[src/rtl/core/ray_cube_face_select_top_macros.svh]
// Assertion helpers for the face select block
`ifndef RAY_CUBE_FACE_SELECT_TOP_MACROS_SVH
`define RAY_CUBE_FACE_SELECT_TOP_MACROS_SVH

// same-cycle implication, sampled on clk, off during reset
`define RCFS_ASSERT_IMPL(lbl, ante, cons, msg) \
    lbl: assert property (@(posedge clk) disable iff (!rst_n) (ante) |-> (cons)) \
        else $error(msg);

// next-cycle implication
`define RCFS_ASSERT_NEXT(lbl, ante, cons, msg) \
    lbl: assert property (@(posedge clk) disable iff (!rst_n) (ante) |=> (cons)) \
        else $error(msg);

`endif

[src/rtl/core/rcfs_pkg.sv]
`timescale 1ns / 1ps
package rcfs_pkg;

    localparam int FRAC_BITS_DEF = 16;
    localparam int QW            = 32;
    localparam int QB            = QW - 1;
    localparam int DIV_BPS       = 2;
    localparam int DIST_W        = 64;

    typedef enum logic [2:0] {
        FACE_TOP,
        FACE_BOTTOM,
        FACE_POS_X,
        FACE_NEG_X,
        FACE_POS_Z,
        FACE_NEG_Z
    } face_t;

    typedef struct packed {
        logic              hit;
        logic [DIST_W-1:0] sq_dist;
    } cand_t;

    // 0 = x, 1 = y, 2 = z
    function automatic int axis_of(input int k);
        return (k < 2) ? 1 : ((k < 4) ? 0 : 2);
    endfunction

endpackage

[src/rtl/core/rcfs_pick.sv]
`timescale 1ns / 1ps
module rcfs_pick
    import rcfs_pkg::*;
(
    input  logic  clk,
    input  logic  en,
    input  cand_t cand [6],
    output face_t sel_face,
    output logic  sel_hit
);

    typedef struct packed {
        logic              hit;
        logic [DIST_W-1:0] sq_dist;
        face_t             idx;
    } win_t;

    // a carries the lower face index
    function automatic win_t better(input win_t a, input win_t b);
        return (a.hit && (!b.hit || a.sq_dist <= b.sq_dist)) ? a : b;
    endfunction

    win_t  lvl0 [6];
    win_t  w_reg [3];
    win_t  fin;
    face_t face_reg;
    logic  hit_reg;

    always_comb
    begin
        for (int k = 0; k < 6; k++)
        begin
            lvl0[k].hit     = cand[k].hit;
            lvl0[k].sq_dist = cand[k].sq_dist;
            lvl0[k].idx     = face_t'(k);
        end
        fin = better(better(w_reg[0], w_reg[1]), w_reg[2]);
    end

    always_ff @(posedge clk)
    begin
        if (en)
        begin
            for (int i = 0; i < 3; i++)
            begin
                w_reg[i] <= better(lvl0[2*i], lvl0[2*i+1]);
            end
            face_reg <= fin.hit ? fin.idx : FACE_TOP;
            hit_reg  <= fin.hit;
        end
    end

    assign sel_face = face_reg;
    assign sel_hit  = hit_reg;

endmodule

[config.mk]
export PLATFORM = sky130hd
export DESIGN_NAME = rcfs_pick
export DESIGN_NICKNAME = d
export VERILOG_FILES = /design/src/rtl/core/ray_cube_face_select_top_macros.svh /design/src/rtl/core/rcfs_pkg.sv /design/src/rtl/core/rcfs_pick.sv
export SDC_FILE = /design/constraint.sdc
export NUM_CORES = 1
export LEC_CHECK = 0
export ABC_CLOCK_PERIOD_IN_PS = 4790
export BUFFER_PORTS_ARGS = -buffer_cell sky130_fd_sc_hd__buf_2
export CAP_MARGIN = 20
export CORE_ASPECT_RATIO = 0.6
export CORE_MARGIN = 2
export CORE_UTILIZATION = 51
export DETAILED_ROUTE_END_ITERATION = 8
export GPL_TIMING_DRIVEN = 0
export PLACE_DENSITY = 0.79
export RECOVER_POWER = 50
export SYNTH_ARGS = -nofsm -noshare
export SYNTH_HDL_FRONTEND = slang
export SYNTH_SLANG_ARGS = --single-unit
export TNS_END_PERCENT = 30
[constraint.sdc]
create_clock -name clk -period 4.79 [get_ports clk]
set_input_delay 0.2395 -clock clk [delete_from_list [all_inputs] [get_ports clk]]
set_output_delay 0.2395 -clock clk [all_outputs]
set_load 0.01 [all_outputs]
# Word level (Yosys, flattened, before mapping)
# Memory sizes are Yosys's and may differ from the RTL's.
# Index checks and enable logic that the tools add are counted.
totals:
  mem_count: 1
  ff_bits: 4
  ram_bits: 204
  wordCells: 30
  in_bits: 392
  out_inout_bits: 4
op_classes:
  n_reduce_logical: 15
  order_cmp: 5
  mux: 7
mem_list:
  columns: ["name", "depth", "word_bits", "rd", "rd_clocked_by_memory_dff", "wr", "line_no", "source"]
  rows:
  - ["w_reg", 3, 68, 3, 0, 3, "rcfs_pick.sv:24", "win_t w_reg [3];"]
ops:
  columns: ["op", "n"]
  rows:
  - ["$mux 68", 5]
  - ["$le 64x64->1", 5]
  - ["$logic_and 1x1->1", 5]
  - ["$logic_not 1->1", 5]
  - ["$logic_or 1x1->1", 5]
  - ["$mux 1", 2]

# Depth between registers and ports, before layout
# An unclocked memory read counts as a cell.
depth:
  word_depth: 9
  depth_mapped: 21
  ltp_nobuf: 19

# Worst setup path after synthesis
# No wires, ideal clock.
synth_path:
  kind: "register to register"
  from: "memory w_reg[0][4] (netlist bit)"
  to: "register face_reg[0], in the netlist sel_face[0], data pin"
  path_buffers: 2
  arrival_time_ns: 4.583
  setup_time_ns: 0.258
  slack_ns: -0.051
  path_stages_with_launch: 21
  required_time_ns: 4.532
  path_cell_list: "edfxtp_1 > ha_1 > nor2b_1 > o211ai_2 > a21oi_1 > or4b_1 > a2111oi_2 > a31oi_1 > nand2b_1 > buf_6 > buf_6 > mux2_4 > ha_1 > a21oi_1 > o21ai_0 > a221o_1 > a211o_1 > a221o_1 > o22a_1 > o21bai_1 > a2bb2oi_1"
synth_rtl:
  columns: ["element", "line_no", "source"]
  rows:
  - ["start: declaration", "rcfs_pick.sv:24", null]
  - ["end signal: assignment", "rcfs_pick.sv:48", "face_reg <= fin.hit ? fin.idx : FACE_TOP;"]
  - ["end: declaration", "rcfs_pick.sv:26", "face_t face_reg;"]

==> results.md <==
- Largest register FFs: a little under 200
- Fin crit period: between 5 and 6 ns
- Final hold violations: 0
- Pin count of the biggest net entering global routing: approximately 120
- Setup slack, reg-to-reg: -0.44 ns
- Post-synth EDFFs: 202
- Num Clock Sinks: approximately 200
- Layout cell share with drive strength beyond 1: a little under two fifths
- First-pass GRT wire length: 81100 um
- End of the critical path: sel_face[1]$_SDFFCE_PN0P_
- Required time of the critical path: ~5.1 ns
- Primary FF master, synth: edfxtp_1
- Mapped Area: approximately 18000 um2
- HPWL after detailed placement: 44860 um
- Clock transition at path regs: about 0.06 ns
- CP dominant cell by count: buf_12
- Power per cell area: 288.3 nW/um2
- Area of the core: ~34000 um2
- Crit path depth: 20
- Post-Synthesis Cells: 1637
- Worst r2r src: w_reg[0][12]$_DFFE_PP_
- Overflow after GRT: 0
- Pleak: around 11 nW
- Post-synthesis compound-gate area fraction: between 9 and 10%
- Die span in x: around 240 um
- CTS tree: yes
- Worst Path Buf+Inv: 3
- Worst Reg2Reg Path Length in Cells: 20
- Placed cell area: ~20000 um2
- Synth warn: 0
- Row count: 52
- # nets final: between 2000 and 3000
- Die Area: 35900 um2
- Failing checks: capacitance limit, slew limit, setup timing
- Vias in the first global route: 14351
- Critical path cell sequence: ha_4 -> a21o_1 -> nand3_1 -> a21oi_1 -> or4b_4 -> a2111oi_4 -> a31oi_2 -> nand2b_4 -> buf_12 -> buf_12 -> mux2_4 -> ha_1 -> and4_1 -> nor4bb_4 -> nand3_2 -> o211ai_1 -> a221o_1 -> o22a_2 -> buf_4 -> o21ba_2
- Largest family of logic cells by synthesized area: adder cells
- Crit Path Class: register to register
- Synth area leader: edfxtp_1
- Violation count after the first detailed-routing iteration: 1009
- DR DRC count: 0
- Mapped Avg Cell Area: about 11 um2
- Critical path capture point type: register
- Port Buffers: around 400
- Worst slew pin tran: about 4.4 ns
- Worst Setup Slack, final: -0.4400 ns
- Die height: 147.6 um
- Setup-failing EPs final: 3
- GPL Wtd Cong: approximately 0.96
- Max-cap violations: 1
- Vias per cell: about 5.6
- Fin. max-slew vios: between 80 and 90
- Synth top area share: 34.62%
- Post-synthesis simple-gate area fraction: under 10%
- WL per Instance: ~21 um
- Hold Crit Class: primary input to register
- Share of the yosys chip area belonging to registers: approximately 35%
- Reg2Reg Capture Point: sel_face[1]$_SDFFCE_PN0P_
- Starting density of the core: roughly 52%
- Setup crit start kind: register
- Vias post-DR: about 14000
- Tot Pwr: between 6 and 7 mW
- Filler Cell Count: ~2700
- Routed Antenna Nets: 0
- Setup crit start: w_reg[0][12]$_DFFE_PP_
- Final setup skew: between 0.015 and 0.02 ns
- Worst Path Arrival: approximately 5.5 ns
- Worst path top cell family by delay: simple AND/OR/NAND/NOR gates
- Synth area leaders: edfxtp_1, ha_1, mux2_2
- Syn_nets: roughly 2300
- Ys async rst share: 0%
- Register bit count reported by yosys: around 200
- Slowest CP cell: or4b_4
- Relative slew slack: -193.7%
- H-Tree Depth: 1
- WL final: between 50000 and 60000 um
- Placement Setup Slack: -1.156 ns
- Unrepaired setup endpoints after global routing: true
- Post-synthesis mux area share: 17.65%
- CP max stage delay: 0.58 ns
- Run status: complete, but fails checks
- Post-Synth Adder-Cell Area: 22.85%
- Num CTS Buffers: 21
- Crit share post-route: 109.2%
- Final cell area excluding filler cells: roughly 21000 um2
- Crit-path max FO: 10
- XOR/XNOR Fraction of Synth Area: 0%
- Fmax: 191.2 MHz
- Peak supply drop: roughly 0.00022 V
- Clock Tree Root: clkbuf_16
- TritonRoute pass-1 iters: 5
- Synth-to-Final Area Change: 22.36%
- CTS max path bufs: 3
- # IOs: between 300 and 400
- Clk Latency, worst-skew pair: around 0.52 ns
- Netlist cell types: 52
- Initial antenna violation count: 12
- Hold WS: about 0.034 ns
- Total track usage: 29.63%
==> cells in the mapped netlist, types with 2 or more instances <==
cell and count:
inv_1 328, ha_1 320, edfxtp_1 202, mux2_2 196, a21oi_1 111, nand4_1 61, mux2_4 59, a21o_1 52
nand2_1 52, o21ai_0 41, nor2_1 29, nand3_1 28, buf_2 20, nor3_1 19, nor2b_1 14, a211oi_1 12
and4_1 12, o21a_1 8, a221oi_1 7, buf_6 7, nor4_1 4, o211ai_1 4, nand2b_1 3, nor4bb_1 3
o21bai_1 3, o31ai_1 3, o41ai_1 3, or2_2 3, or3_1 3, a2111oi_0 2, a211o_1 2, a21boi_0 2
a221o_1 2, a31oi_1 2, and2_1 2, o31a_1 2
==> how the worst min path moves through the flow <==
| stage | startpoint | to | cells after the start |
|---|---|---|---|
| floorplan | en | sel_face[0]$_SDFFCE_PN0P_ | 0 |
| global placement | cand[324] | w_reg[0][67]$_DFFE_PP_ | 2 |
| detailed placement | cand[324] | w_reg[0][67]$_DFFE_PP_ | 2 |
| CTS | cand[64] | w_reg[0][203]$_DFFE_PP_ | 2 |
| global route | cand[228] | w_reg[0][104]$_DFFE_PP_ | 2 |
| finish | cand[324] | w_reg[0][67]$_DFFE_PP_ | 2 |
==> per-stage QoR <==
step / utilization [%] / TNS [ns] / std cells
finish: 63.49 / -1.136 / 2560
global route: 63.46 / -1.385 / 2556
CTS: 63.37 / -0.7038 / 2546
detailed placement: 59.77 / -3.212 / 2492
global placement: 59.66 / -2.883 / 2491
floorplan: - / 0 / 1637
==> where the power goes <==
part	total [mW]	internal, mW	switching [mW]
combinational	2.03	0.987	1.04
clock	1.83	1.12	0.710
sequential	2.32	2.19	0.129
==> layer usage <==
| metal | wire length, um | track usage (%) |
|---|---|---|
| met5 | 0 | 0 |
| met4 | 1580 | 9.018 |
| met3 | 4451 | 5.465 |
| met2 | 22640 | 43.56 |
| met1 | 25770 | 44.13 |
==> worst register-to-register path, delay by kind of cell (launching register included) <==
kind	cells	cell delay [ns]
fa+ha+maj	2	0.63
simple gates	6	1.59
compound gates	8	1.48
flops	1	0.53
buf+inv	3	0.44
mux	1	0.32
==> cell families after synthesis <==
group / count (synthesis)
buffers and inverters: 356
AND/OR/NAND/NOR: 235
flip-flops: 202
AO/OA/AOI/OAI: 269
multiplexers: 255
adder cells (fa/ha/maj): 320
==> layout make-up <==
cell class	count	area, um2	area share (%)
Clock buffer	23	533.0	2.486
Antenna cell	13	32.53	0.1517
Clock inverter	13	207.7	0.9688
Inverter	328	1231	5.743
Multi-Input combinational cell	1079	10440	48.68
Buffer	28	212.7	0.9921
Sequential cell	202	6066	28.29
Tap cell	459	574.3	2.679
Timing Repair Buffer	415	2146	10.01
==> what timing repair did <==
action,4_1_cts,5_1_grt
setup endpoints to repair,3,3
gates resized for setup,44,4
pin swaps,30,6
hold buffers,0,0
setup buffers,16,1
cloned,2,0
==> layout by cell type, fill, tap and decap left out, types with 18 or more instances in the layout <==
cell | Yosys | layout
a21oi_1 | 111 | 108
ha_4 | 0 | 21
nand2_1 | 52 | 52
buf_4 | 0 | 18
clkbuf_16 | 0 | 21
buf_2 | 20 | 411
ha_1 | 320 | 298
mux2_2 | 196 | 196
nor3_1 | 19 | 18
nand3_1 | 28 | 27
nand4_1 | 61 | 61
edfxtp_1 | 202 | 202
a21o_1 | 52 | 52
nor2_1 | 29 | 28
mux2_4 | 59 | 59
o21ai_0 | 41 | 38
inv_1 | 328 | 328
Power figures use the tool's default switching activity.
