==> src/rtl/core/ray_cube_face_select_top_macros.svh <==
// Assertion helpers for the face select block
`ifndef RAY_CUBE_FACE_SELECT_TOP_MACROS_SVH
`define RAY_CUBE_FACE_SELECT_TOP_MACROS_SVH

// same-cycle implication, sampled on clk, off during reset
`define RCFS_ASSERT_IMPL(lbl, ante, cons, msg) \
    lbl: assert property (@(posedge clk) disable iff (!rst_n) (ante) |-> (cons)) \
        else $error(msg);

// next-cycle implication
`define RCFS_ASSERT_NEXT(lbl, ante, cons, msg) \
    lbl: assert property (@(posedge clk) disable iff (!rst_n) (ante) |=> (cons)) \
        else $error(msg);

`endif

==> src/rtl/core/rcfs_pkg.sv <==
`timescale 1ns / 1ps
package rcfs_pkg;

    localparam int FRAC_BITS_DEF = 16;
    localparam int QW            = 32;
    localparam int QB            = QW - 1;
    localparam int DIV_BPS       = 2;
    localparam int DIST_W        = 64;

    typedef enum logic [2:0] {
        FACE_TOP,
        FACE_BOTTOM,
        FACE_POS_X,
        FACE_NEG_X,
        FACE_POS_Z,
        FACE_NEG_Z
    } face_t;

    typedef struct packed {
        logic              hit;
        logic [DIST_W-1:0] sq_dist;
    } cand_t;

    // 0 = x, 1 = y, 2 = z
    function automatic int axis_of(input int k);
        return (k < 2) ? 1 : ((k < 4) ? 0 : 2);
    endfunction

endpackage

==> src/rtl/core/rcfs_div.sv <==
`timescale 1ns / 1ps
module rcfs_div
    import rcfs_pkg::*;
#(
    parameter int FRAC_BITS = FRAC_BITS_DEF,
    parameter int DW        = 34
)
(
    input  logic                 clk,
    input  logic                 en,
    input  logic signed [DW-1:0] diff,
    input  logic signed [31:0]   dvs,
    output logic signed [QW-1:0] q
);

    localparam int NST = (QB + DIV_BPS - 1) / DIV_BPS;
    localparam int NW  = DW - 1 + FRAC_BITS;
    localparam int HW  = NW - QB;

    logic [DW-2:0] un;
    logic [31:0]   ud;
    logic          neg;
    logic [NW-1:0] num;
    logic [HW-1:0] rhi;
    logic          sat;

    logic [31:0]   rem_reg  [NST+1];
    logic [QB-1:0] nlow_reg [NST+1];
    logic [QB-1:0] quot_reg [NST+1];
    logic [31:0]   ud_reg   [NST+1];
    logic          neg_reg  [NST+1];
    logic          sat_reg  [NST+1];
    logic [QW-1:0] mag;
    logic signed [QW-1:0] q_reg;

    always_comb
    begin
        un  = diff[DW-1] ? (DW-1)'(-diff) : diff[DW-2:0];
        ud  = dvs[31] ? 32'(-dvs) : 32'(dvs);
        neg = diff[DW-1] ^ dvs[31];
        num = {un, {FRAC_BITS{1'b0}}};
        rhi = num[NW-1:QB];
        sat = ({{32{1'b0}}, rhi} >= {{HW{1'b0}}, ud});
    end

    always_ff @(posedge clk)
    begin
        if (en)
        begin
            rem_reg[0]  <= sat ? 32'd0 : 32'(rhi);
            nlow_reg[0] <= num[QB-1:0];
            quot_reg[0] <= '0;
            ud_reg[0]   <= ud;
            neg_reg[0]  <= neg;
            sat_reg[0]  <= sat;
        end
    end

    for (genvar s = 0; s < NST; s++) begin : g_stage
        logic [31:0]   rem_next;
        logic [QB-1:0] nlow_next;
        logic [QB-1:0] quot_next;

        always_comb
        begin
            logic [32:0] t;
            rem_next  = rem_reg[s];
            nlow_next = nlow_reg[s];
            quot_next = quot_reg[s];
            for (int j = 0; j < DIV_BPS; j++)
            begin
                if (s * DIV_BPS + j < QB)
                begin
                    t         = {rem_next, nlow_next[QB-1]};
                    nlow_next = {nlow_next[QB-2:0], 1'b0};
                    if (t >= {1'b0, ud_reg[s]})
                    begin
                        rem_next  = 32'(t - {1'b0, ud_reg[s]});
                        quot_next = {quot_next[QB-2:0], 1'b1};
                    end
                    else
                    begin
                        rem_next  = t[31:0];
                        quot_next = {quot_next[QB-2:0], 1'b0};
                    end
                end
            end
        end

        always_ff @(posedge clk)
        begin
            if (en)
            begin
                rem_reg[s+1]  <= rem_next;
                nlow_reg[s+1] <= nlow_next;
                quot_reg[s+1] <= quot_next;
                ud_reg[s+1]   <= ud_reg[s];
                neg_reg[s+1]  <= neg_reg[s];
                sat_reg[s+1]  <= sat_reg[s];
            end
        end
    end

    assign mag = sat_reg[NST] ? {1'b0, {QB{1'b1}}} : {1'b0, quot_reg[NST]};

    always_ff @(posedge clk)
    begin
        if (en)
        begin
            q_reg <= neg_reg[NST] ? -$signed(mag) : $signed(mag);
        end
    end

    assign q = q_reg;

endmodule

==> config.mk <==
export PLATFORM = sky130hd
export DESIGN_NAME = rcfs_div
export DESIGN_NICKNAME = d
export VERILOG_FILES = /design/src/rtl/core/ray_cube_face_select_top_macros.svh /design/src/rtl/core/rcfs_pkg.sv /design/src/rtl/core/rcfs_div.sv
export SDC_FILE = /design/constraint.sdc
export NUM_CORES = 2
export LEC_CHECK = 0
export BUFFER_PORTS_ARGS = -buffer_cell sky130_fd_sc_hd__buf_4
export CAP_MARGIN = 20
export CELL_PAD_IN_SITES_DETAIL_PLACEMENT = 1
export CELL_PAD_IN_SITES_GLOBAL_PLACEMENT = 1
export CORE_AREA = 2 2 473 475
export DETAILED_ROUTE_END_ITERATION = 8
export DIE_AREA = 0 0 475 477
export PLACE_DENSITY_LB_ADDON = 0.1
export SLEW_MARGIN = 10
export SYNTH_ARGS = -nofsm -noshare
export SYNTH_HDL_FRONTEND = slang
export SYNTH_SLANG_ARGS = --single-unit
==> constraint.sdc <==
create_clock -name clk -period 6 [get_ports clk]
set_clock_uncertainty 0.05 [all_clocks]
set_input_delay 0.9 -clock clk [delete_from_list [all_inputs] [get_ports clk]]
set_output_delay 0.9 -clock clk [all_outputs]
set_load 0.005 [all_outputs]
Word level (Yosys, flattened, before mapping)
Memory sizes are Yosys's and may differ from the RTL's.
Cells that the tools add are included.
{"block": "totals", "register_bits": 32, "ramBits": 2159, "wordCells": 143, "mem_count": 6}
{"block": "classes", "n_addsub": 34, "magnitude_cmp": 32, "n_mux": 69, "bitwise": 1}
{"name": "rem_reg", "words": 17, "word_bits": 32, "read_ports": 16, "rd_clocked_by_memory_dff": 0, "wr": 17, "line_no": "rcfs_div.sv:27", "source": "logic [31:0] rem_reg [NST+1];"}
{"name": "ud_reg", "words": 17, "word_bits": 32, "read_ports": 16, "rd_clocked_by_memory_dff": 0, "wr": 17, "line_no": "rcfs_div.sv:30", "source": "logic [31:0] ud_reg [NST+1];"}
{"name": "quot_reg", "words": 17, "word_bits": 31, "read_ports": 17, "rd_clocked_by_memory_dff": 0, "wr": 17, "line_no": "rcfs_div.sv:29", "source": "logic [QB-1:0] quot_reg [NST+1];"}
{"name": "nlow_reg", "words": 17, "word_bits": 30, "read_ports": 16, "rd_clocked_by_memory_dff": 0, "wr": 17, "line_no": "rcfs_div.sv:28", "source": "logic [QB-1:0] nlow_reg [NST+1];"}
{"name": "neg_reg", "words": 17, "word_bits": 1, "read_ports": 17, "rd_clocked_by_memory_dff": 0, "wr": 17, "line_no": "rcfs_div.sv:31", "source": "logic neg_reg [NST+1];"}
{"name": "sat_reg", "words": 17, "word_bits": 1, "read_ports": 17, "rd_clocked_by_memory_dff": 0, "wr": 17, "line_no": "rcfs_div.sv:32", "source": "logic sat_reg [NST+1];"}
{"cell": "2-to-1 mux 32 bit", "n": 33}
{"cell": "greater-or-equal comparator 33 x 32 -> 1 bit", "n": 31}
{"cell": "subtractor 32 bit", "n": 31}
{"cell": "2-to-1 mux 1 bit", "n": 33}
{"cell": "2-to-1 mux 33 bit", "n": 1}
{"cell": "negator 33 bit", "n": 1}
{"cell": "greater-or-equal comparator 18 x 32 -> 1 bit", "n": 1}
{"cell": "negator 31 -> 32 bit", "n": 1}
{"cell": "negator 32 bit", "n": 1}
{"cell": "2-to-1 mux 31 bit", "n": 1}
{"cell": "2-to-1 mux 18 bit", "n": 1}
{"cell": "bitwise XOR 1 bit", "n": 1}

Depth between registers and ports, before layout
An unclocked memory read counts as a cell.
{"block": "logic_depth", "depth_word": 5, "ltp_mapped": 29, "depth_no_buf": 26}

Least setup slack after synthesis
Ideal clock, no wire load.
{"block": "synth_path", "path_type": "reg-to-reg", "from": "memory ud_reg[13][1], in the netlist ud_reg[0][417]", "to": "memory rem_reg[14][3], in the netlist rem_reg[0][451], data pin", "t_arrival_ps": 6288, "required_time_ps": 5690, "path_slack_ps": -598, "path_stages_with_launch": 25, "n_path_buf": 3, "synth_period_minus_slack_ps": 6598, "path_cell_list": "edfxtp_1 -> inv_1 -> ha_1 -> nor2b_1 -> o31a_1 -> o311ai_0 -> a2111oi_0 -> o211ai_1 -> o21ai_0 -> o31a_1 -> clkbuf_1 -> buf_1 -> mux2_2 -> ha_1 -> a211o_1 -> a31oi_1 -> o21ai_0 -> a211oi_1 -> o31a_1 -> o221ai_1 -> a211oi_1 -> o21ai_0 -> a21oi_1 -> buf_2 -> mux2_2"}
{"element": "from (decl)", "line_no": "rcfs_div.sv:30"}
{"element": "to (decl)", "line_no": "rcfs_div.sv:27"}

==> flow_summary.toml <==
[logic_synthesis]
synth_edf_count = 1411
synth.top_cell.area_share = 0.410
synthesis.nets = 11500
synthFlopType = "edfxtp_1"
async_reset_ff_frac = 0
netlist_area_um2 = 103000
ys_seq_elements = 1411
seq_area_frac_synth = 0.410
synth_area_leaders = "edfxtp_1 (41%), ha_1 (12%), mux2_2 (4.8%)"
yosys.area.top_type = "edfxtp_1"
syn_area_per_cell_um2 = 9.95
synth_cell_type_count = 94
yosysWarnings = 0
synthCells = 10400

[detailed_routing]
wl_per_cell_um = 24.2
drc = 0
drt-total-wl_mm = 400
dr.first_iter.drc_count = 6527
vias_per_cell = 5.82
dr_total_vias = 96200
ant_nets = 0
firstDrtPassIters = 6

[sta]
fin_ws_ns = -0.232
hold-worst-slack_ns = 0.198
worstMarginPinSlew_ns = 1.08
rsz0062_at_grt = "true"
hold_viol_final = 0
post-route-min-period_ns = 6.23
finalCritPeriodShare = 1.04
finalSetupViolCount = 58
finalMaxSlewViolations = 0
fmax_mhz = 160
maxSlewHeadroom = 0.280

[global_routing]
grt_use_total = 0.337
grt_pass1_vias = 102000
gr-total-overflow = 0
grt_start_max_net_pins = 162
grt_pass1_wl_mm = 598
antenna_found_initial = 12

[worst_hold_path]
worstHoldEndpoint = "nlow_reg[0][15]"
hold_depth = 1
hold_start = "diff[0]"
hold_path.class = "primary input to register"

[finish]
fillers = 24200
area_delta_synth_final_pct = 35.3
largest_reg_flops = 512
nets = 14500
drive_gt1_frac = 0.326
stdcell_count = 16500

[clock_tree]
cts.sinks = 1411
tritoncts = "built"
path_clk_slew_ns = 0.06
cts-htree-levels = 4
clk_latency_ns = 0.86
ctsHoldBuffers = 0
numCtsBuffers = 162
cts_buffer_depth = 3
root_buffer = "clkbuf_16"

[flow_run]
drv_cap = 0

[floorplanning]
start_util = 0.467
die_y_um = 477
core_um2 = 221000
dieArea_um2 = 227000
die_w_um = 475
ios = 100
fp-row-count = 173

[critical_path]
rr_endpoint = "rem_reg[0][198]"
cp.required_ns = 6.52
crit_slowest_cell = "edfxtp_1"
r2r-start = "ud_reg[0][160]"
cp-start-kind = "register"
arrival_ns = 6.75
reg2reg_setup_slack_ns = -0.23
crit_fanout = 6
crit_path_end_kind = "register"
ff2ff_path_depth = 29
slowest_delay_ns = 0.42
crit_type = "register to register"

[placement]
gp_congestion = 0.944
place_inst = 16000
dpl_worst_slack_ns = -0.747
hpwl_mm = 305
io_buffer_count = 99

[run_status]
violations = "setup timing"
status = "complete, but fails checks"
-- worst max-delay path: cells and delay by family (launching register included) --
| kind | cells | cell delay, ns |
|---|---|---|
| flip-flops | 1 | 0.42 |
| buffers and inverters | 9 | 1.34 |
| AO/OA/AOI/OAI | 14 | 2.61 |
| adder cells (fa/ha/maj) | 2 | 0.49 |
| multiplexers | 2 | 0.69 |
| AND/OR/NAND/NOR | 2 | 0.33 |
-- synth_stat cells (105+ instances only) --
master,number
a21o_1,457
a21oi_1,883
a31oi_1,111
clkbuf_1,177
edfxtp_1,1411
ha_1,992
inv_1,816
mux2_2,439
nand2_1,756
nand2b_1,118
nand3_1,230
nand4_1,124
nor2_1,656
nor2b_1,116
nor3_1,142
o21a_1,148
o21ai_0,733
o21bai_1,105
xnor2_1,542
xor2_1,301
-- logic make-up after synthesis --
kind of cell | share of synthesized area
compound gates | 0.187
mux | 0.0507
xor+xnor | 0.0714
fa+ha+maj | 0.124
flops | 0.410
simple gates | 0.119
buf+inv | 0.0377
-- per-layer routing --
| layer | up-vias | global-route usage | part of all wire | wire (um) |
|---|---|---|---|---|
| li1 | 44700 | - | - | - |
| met5 | - | 0 | 0.000032 | 13 |
| met3 | 775 | 0.0386 | 0.046 | 18200 |
| met1 | 48400 | 0.445 | 0.44 | 174000 |
| met2 | 2387 | 0.571 | 0.48 | 192000 |
| met4 | 2 | 0.116 | 0.038 | 15300 |
-- worst max path at each step --
stage                     depth (start not counted)       startpoint  slack (ns)              end
after CTS                                        27  rem_reg[0][177]      -0.003  rem_reg[0][195]
after global placement                           23  rem_reg[0][288]       -0.65  rem_reg[0][329]
after floorplan                                  24   ud_reg[0][417]       0.002  rem_reg[0][451]
final                                            29   ud_reg[0][160]       -0.23  rem_reg[0][198]
after global routing                             29   ud_reg[0][172]       -0.37  rem_reg[0][195]
after detailed placement                         23  rem_reg[0][288]       -0.75  rem_reg[0][336]
-- stage by stage --
| stage | instance area, um2 | utilization | setup TNS (ns) |
|---|---|---|---|
| 6_report | 140000 | 0.632 | -4.77 |
| 3_5_place_dp | 128000 | 0.579 | -151.05 |
| 3_3_place_gp | 128000 | 0.579 | -75.64 |
| 2_1_floorplan | 104000 | - | 0 |
| 5_1_grt | 140000 | 0.632 | -55.27 |
| 4_1_cts | 137000 | 0.621 | -0.00280 |
-- cells in the final DEF, fill, tap and decap left out, types with 119 or more instances in the layout --
master,instances
o21ai_0,598
edfxtp_1,1411
xnor2_1,542
clkbuf_16,167
ha_1,901
a21o_1,456
buf_4,2933
nand4_1,124
a21oi_1,775
inv_1,781
nor2_1,636
nor3_1,119
nand3_1,224
mux2_2,379
nand2_1,744
xor2_1,300
o21a_1,145
-- layout make-up --
class,count,area (um2),share of cell area
inverters,824,3120,0.0223
clock inverters,115,1370,0.00976
flip-flops and latches,1411,42400,0.303
diodes,5,12.5,0.0000894
clock buffers,185,4160,0.0297
multi-input cells,7956,61100,0.437
repair buffers,3047,24100,0.172
well taps,2975,3720,0.0266
-- repair_timing --
item                                    in CTS  in global routing
endpoints found under the hold margin        0                  0
pin swaps                                  167                206
endpoints found under the setup margin     477                490
resized for setup                          497                463
cloned                                      18                  5
setup buffers                              144                 77
Power is left out: the tool's default activity adds up to more than one toggle a clock period on the data nets, which glitch-free logic cannot reach.
